<file path="src/hdl/ufk_ram.sv">
// Generic simple dual-port RAM, read-first, registered read.
`timescale 1ns / 1ps
module ufk_ram #(
    parameter int WIDTH = 8,
    parameter int DEPTH = 16,
    localparam int AW = $clog2(DEPTH)
) (
    input  logic             clk,
    input  logic             we,
    input  logic [AW-1:0]    wr_addr,
    input  logic [WIDTH-1:0] wr_data,
    input  logic             rd_en,
    input  logic [AW-1:0]    rd_addr,
    output logic [WIDTH-1:0] rd_data
);

    logic [WIDTH-1:0] mem [DEPTH];

    always_ff @(posedge clk)
    begin
        if (we)
        begin
            mem[wr_addr] <= wr_data;
        end
        if (rd_en)
        begin
            rd_data <= mem[rd_addr];
        end
    end

endmodule

</file>
<file path="config.mk">
export PLATFORM = sky130hd
export DESIGN_NAME = ufk_ram
export DESIGN_NICKNAME = d
export VERILOG_FILES = /design/src/hdl/ufk_ram.sv
export SDC_FILE = /design/constraint.sdc
export NUM_CORES = 1
export LEC_CHECK = 0
export ABC_AREA = 1
export BUFFER_PORTS_ARGS = -buffer_cell sky130_fd_sc_hd__buf_2
export CORE_ASPECT_RATIO = 1.25
export CORE_MARGIN = 1
export CORE_UTILIZATION = 60
export CTS_CLUSTER_DIAMETER = 60
export DETAILED_ROUTE_END_ITERATION = 6
export GPL_ROUTABILITY_DRIVEN = 0
export PLACE_DENSITY_LB_ADDON = 0.15
export SETUP_SLACK_MARGIN = 0.5
export SLEW_MARGIN = 20
export SYNTH_ARGS = -nofsm -noshare
export SYNTH_HDL_FRONTEND = slang
export SYNTH_SLANG_ARGS = --single-unit
</file>
<file path="constraint.sdc">
create_clock -name clk -period 2.03 [get_ports clk]
set_clock_uncertainty 0.15 [all_clocks]
set_input_delay 0.1015 -clock clk [delete_from_list [all_inputs] [get_ports clk]]
set_output_delay 0.1015 -clock clk [all_outputs]
set_load 0.01 [all_outputs]
</file>
Word-level counts from Yosys, hierarchy flattened
Memory sizes are Yosys's and may differ from the RTL's. A register that Yosys moved wholly into a read port is not among the register bits.
Index checks and enable logic that the tools add are counted.
{ "op_classes": {"mux": 2} }
{ "op_table": {"columns": ["op", "n"], "rows": [
  ["two-way mux 1 bit", 2]
]} }
{ "word_totals": {"memories": 1, "input_bits": 19, "out_inout_bits": 8, "regBits": 0, "word_cells": 3, "ram_bits": 128} }
{ "memory_table": {"columns": ["memory", "depth", "word_bits", "read_ports", "rd_clocked_by_memory_dff", "write_ports", "line", "source"], "rows": [
  ["mem", 16, 8, 1, 1, 1, "17", "logic [WIDTH-1:0] mem [DEPTH];"]
]} }

Longest topological paths before layout
{ "logic_depth": {"word_depth": 2, "mapped_depth": 8, "ltp_nobuf": 7} }

Worst setup path before layout
Ideal clock, no wire load.
{ "synth_path": {"path_kind": "input to register", "from": "input port wr_addr[2]", "to": "memory mem[10][0], enable pin", "path_buffers": 0, "setup_slack_ns": 0.828, "stages": 2, "arrival_time_ns": 0.682, "required_time_ns": 1.510, "path_cell_list": "nand3b_1 nor2_1"} }
{ "synth_rtl": {"columns": ["item", "line", "source"], "rows": [
  ["from (decl)", "10", "input logic [AW-1:0] wr_addr,"],
  ["to (decl)", "17", null]
]} }
No word-level cell before the write port.

==> impl_summary.txt <==
----------------------------------------------------
[Power and ir drop]
  Largest vdd supply drop ... about 0.00082 V
  Pwr per Cell Area ... ~1000 mW/mm^2
  Reported leakage power ... 2.96 nW

[Routing]
  Vias per cell ... 5.37
  Via count ... 3926
  Antenna Nets Post-Route ... 0
  Residual DRC ... 4
  Mean routed wirelength per cell ... ~17 um
  Iter 0 DRT Violations ... 445
  Sum of routed wire length over all layers ... 12600 um
  Number of detailed-routing iterations run before antenna repair ... 7

[Synth]
  Netlist cell types ... 11
  Synthesized area per cell ... 10.6 sq um
  Number of nets produced by synthesis ... 570
  Most area-hungry cell type in the Yosys netlist ... edfxtp_1
  Top cell type's share of synthesized area ... 69.8%
  Top area cells in the synthesized netlist ... edfxtp_1 (70%), nand2_1 (11%), nand3_1 (8.3%)
  Synthesized instance count ... 551
  Number of flip-flops and latches in the synthesized netlist ... 136
  Ys Warns ... 0
  Sequential share of the synthesized area ... 69.8%
  Total standard cell area after synthesis ... 0.00585 sq mm

[Floorplanning]
  Die Area ... 0.0101 sq mm
  Die Span X ... between 90 and 100 um
  Initial standard-cell utilization of the core ... between 60% and 70%
  Cell row count ... 39
  Number of ports placed on the die boundary ... 27
  Die Height ... ~110 um
  Core Area ... 0.00932 sq mm

[Finish]
  Filler cell count ... between 600 and 700
  Commonest cells after routing, fill and taps aside ... nand2_1 (173), edfxtp_1 (136), inv_1 (100)
  Fin nets ... roughly 600
  Multi-input logic area ... 0.00121 sq mm
  Most common library cell in the layout ignoring fill and taps ... nand2_1
  P&R area growth vs syn ... 17.1%
  Count of inserted antenna diode cells ... 0
  Seq. cell area ... 0.00408 sq mm
  Ratio of cells with drive above 1 in the final layout ... 11.5%

[GRT]
  Initial antenna violation count ... 0
  Total routing usage reported by global routing ... 27.4%
  Via count of the first global-routing pass ... between 3k and 4k
  Pin count of the biggest net entering global routing ... 65
  Wire length of the first global-routing pass ... 20000 um
  Global route total overflow ... 0

[Critical path]
  Source of the worst register-to-register timing path ... mem[4][4]$_DFFE_PP_
  Origin of the worst setup path ... mem[4][4]$_DFFE_PP_
  Worst Path Required ... 2.05 ns
  Startpoint Class ... flip-flop
  Chain of cells forming the critical path ... inv_1 > nand2_1 > nand3_1 > nand3_1 > nand3_1 > nand2_1
  Slowest stage cell, crit path ... edfxtp_1
  Peak fanout along the critical path ... 1
  Critical path type ... flip-flop to flip-flop
  Dominant delay contributor by cell family on the critical path ... simple AND/OR/NAND/NOR gates
  Slowest cell delay on critical path ... 0.37 ns
  Crit path capture type ... flip-flop
  Arrival time at the worst endpoint ... between 1 and 1.5 ns
  Most frequent CP cell ... nand3_1
  Count of buffering cells on the critical path with inverters included ... 1

[Run status]
  Status ... finished, violations left
  Violations in the final reports ... design-rule violations

[CTS]
  Clock Sinks ... 136
  Clk_lat worst skew ... 0.41 ns
  Root Buffer Master ... clkbuf_16
  Hold Buf Count CTS ... 10
  H-tree Lvls ... 4
  TritonCTS Buffers ... 17
  TritonCTS clock tree ... done
  Register clock-pin slew on the reported worst setup and hold paths ... 0.06 ns
  Post CTS Setup Buffer Count ... 0
  Number of buffers on the longest clock path ... 2
  Post-cts repair resize count ... 0

[STA]
  Fin worst setup slack ... 0.673 ns
  Final Hold Fails ... 0
  Unrepaired setup endpoints after global routing ... false
  Worst-margin pin slew ... 0.769 ns
  Part of the cycle the worst path needs ... roughly two thirds
  Number of pins exceeding their max-slew limit in the final report ... 0
  Worst slew margin relative to its limit ... 48.6%
  Post-route minimum period ... 1.36 ns
  Summed negative setup slack over all endpoints ... 0 ns
  Max Fclk ... 737 MHz
  Setup violations, final ... 0

[Min path]
  Hold/Removal Path Class ... primary input to flip-flop
  Hold path start ... rd_addr[2]

[Placed design]
  Detail Placement HPWL ... 7410 um
  Pre-CTS setup slack ... 0.456 ns
  Count of buffers inserted at the top-level ports ... 26

[Job]
  Maxcap violations ... 0

----------------------------------------------------
==> stage by stage <==
| stage | cells | power [mW] | util [%] | instance area (sq um) | hold slack (ns) |
|---|---|---|---|---|---|
| floorplan | 551 | 3.47 | - | 5850 | 0.0504 |
| global placement | 689 | 3.60 | 65.3 | 6090 | 0.314 |
| detailed placement | 689 | 3.61 | 65.3 | 6090 | 0.322 |
| CTS | 731 | 6.97 | 73.4 | 6850 | 0.131 |
| global route | 731 | 7.12 | 73.4 | 6850 | 0.168 |
| finish | 731 | 6.95 | 73.4 | 6850 | 0.145 |
==> power breakdown <==
| part | switching [mW] | internal, mW | leakage, nW |
|---|---|---|---|
| clock network | 1.09 | 2.29 | 0.311 |
| registers | 0.0168 | 3.17 | 1.24 |
| logic | 0.275 | 0.119 | 1.41 |
==> tightest hold or removal path: cells and delay by family <==
| kind | cells | cell delay [ns] |
|---|---|---|
| buffers and inverters | 1 | 0.21 |
| AND/OR/NAND/NOR | 3 | 0.29 |
==> sequential cells by signal, summed over array words and instances (netlist names) <==
signal / count
rd_data: 8
mem: 128
==> path summary, 6_finish.rpt <==
| kind | endpoint | slack [ns] | cells past startpoint |
|---|---|---|---|
| worst max-delay path | rd_data[4]$_DFFE_PP_ | 0.67 | 6 |
| worst min-delay path | rd_data[2]$_DFFE_PP_ | 0.14 | 4 |
| worst max register to register | rd_data[4]$_DFFE_PP_ | 0.67 | 6 |
| worst min register to register | rd_data[3]$_DFFE_PP_ | 0.59 | 6 |
==> Yosys cell counts (all sizes together) <==
cell type	instances
nand3	97
buf	24
nor2	17
nand3b	2
inv	102
edfxtp	136
nand2	173
==> cell type report <==
class | instances | area share [%]
well taps | 123 | 2.25
flip-flops and latches | 136 | 59.7
clock buffers | 18 | 6.27
inverters | 102 | 5.59
repair buffers | 49 | 5.15
multi-input cells | 289 | 17.7
clock inverters | 14 | 3.34
==> cells by family after synthesis <==
kind of cell  Yosys count  synth area share [%]
flops                 136                  69.8
buf+inv               126                  9.39
simple gates          289                  20.8
==> metal layers <==
layer,vias to the layer above,track usage [%],part of all wire (%)
met2,191,44.2,50
met3,31,6.44,7.1
met4,0,13.8,2.7
met1,1837,35.1,40
met5,-,0,0
li1,1867,-,-
(Power assumes the default switching activity.)
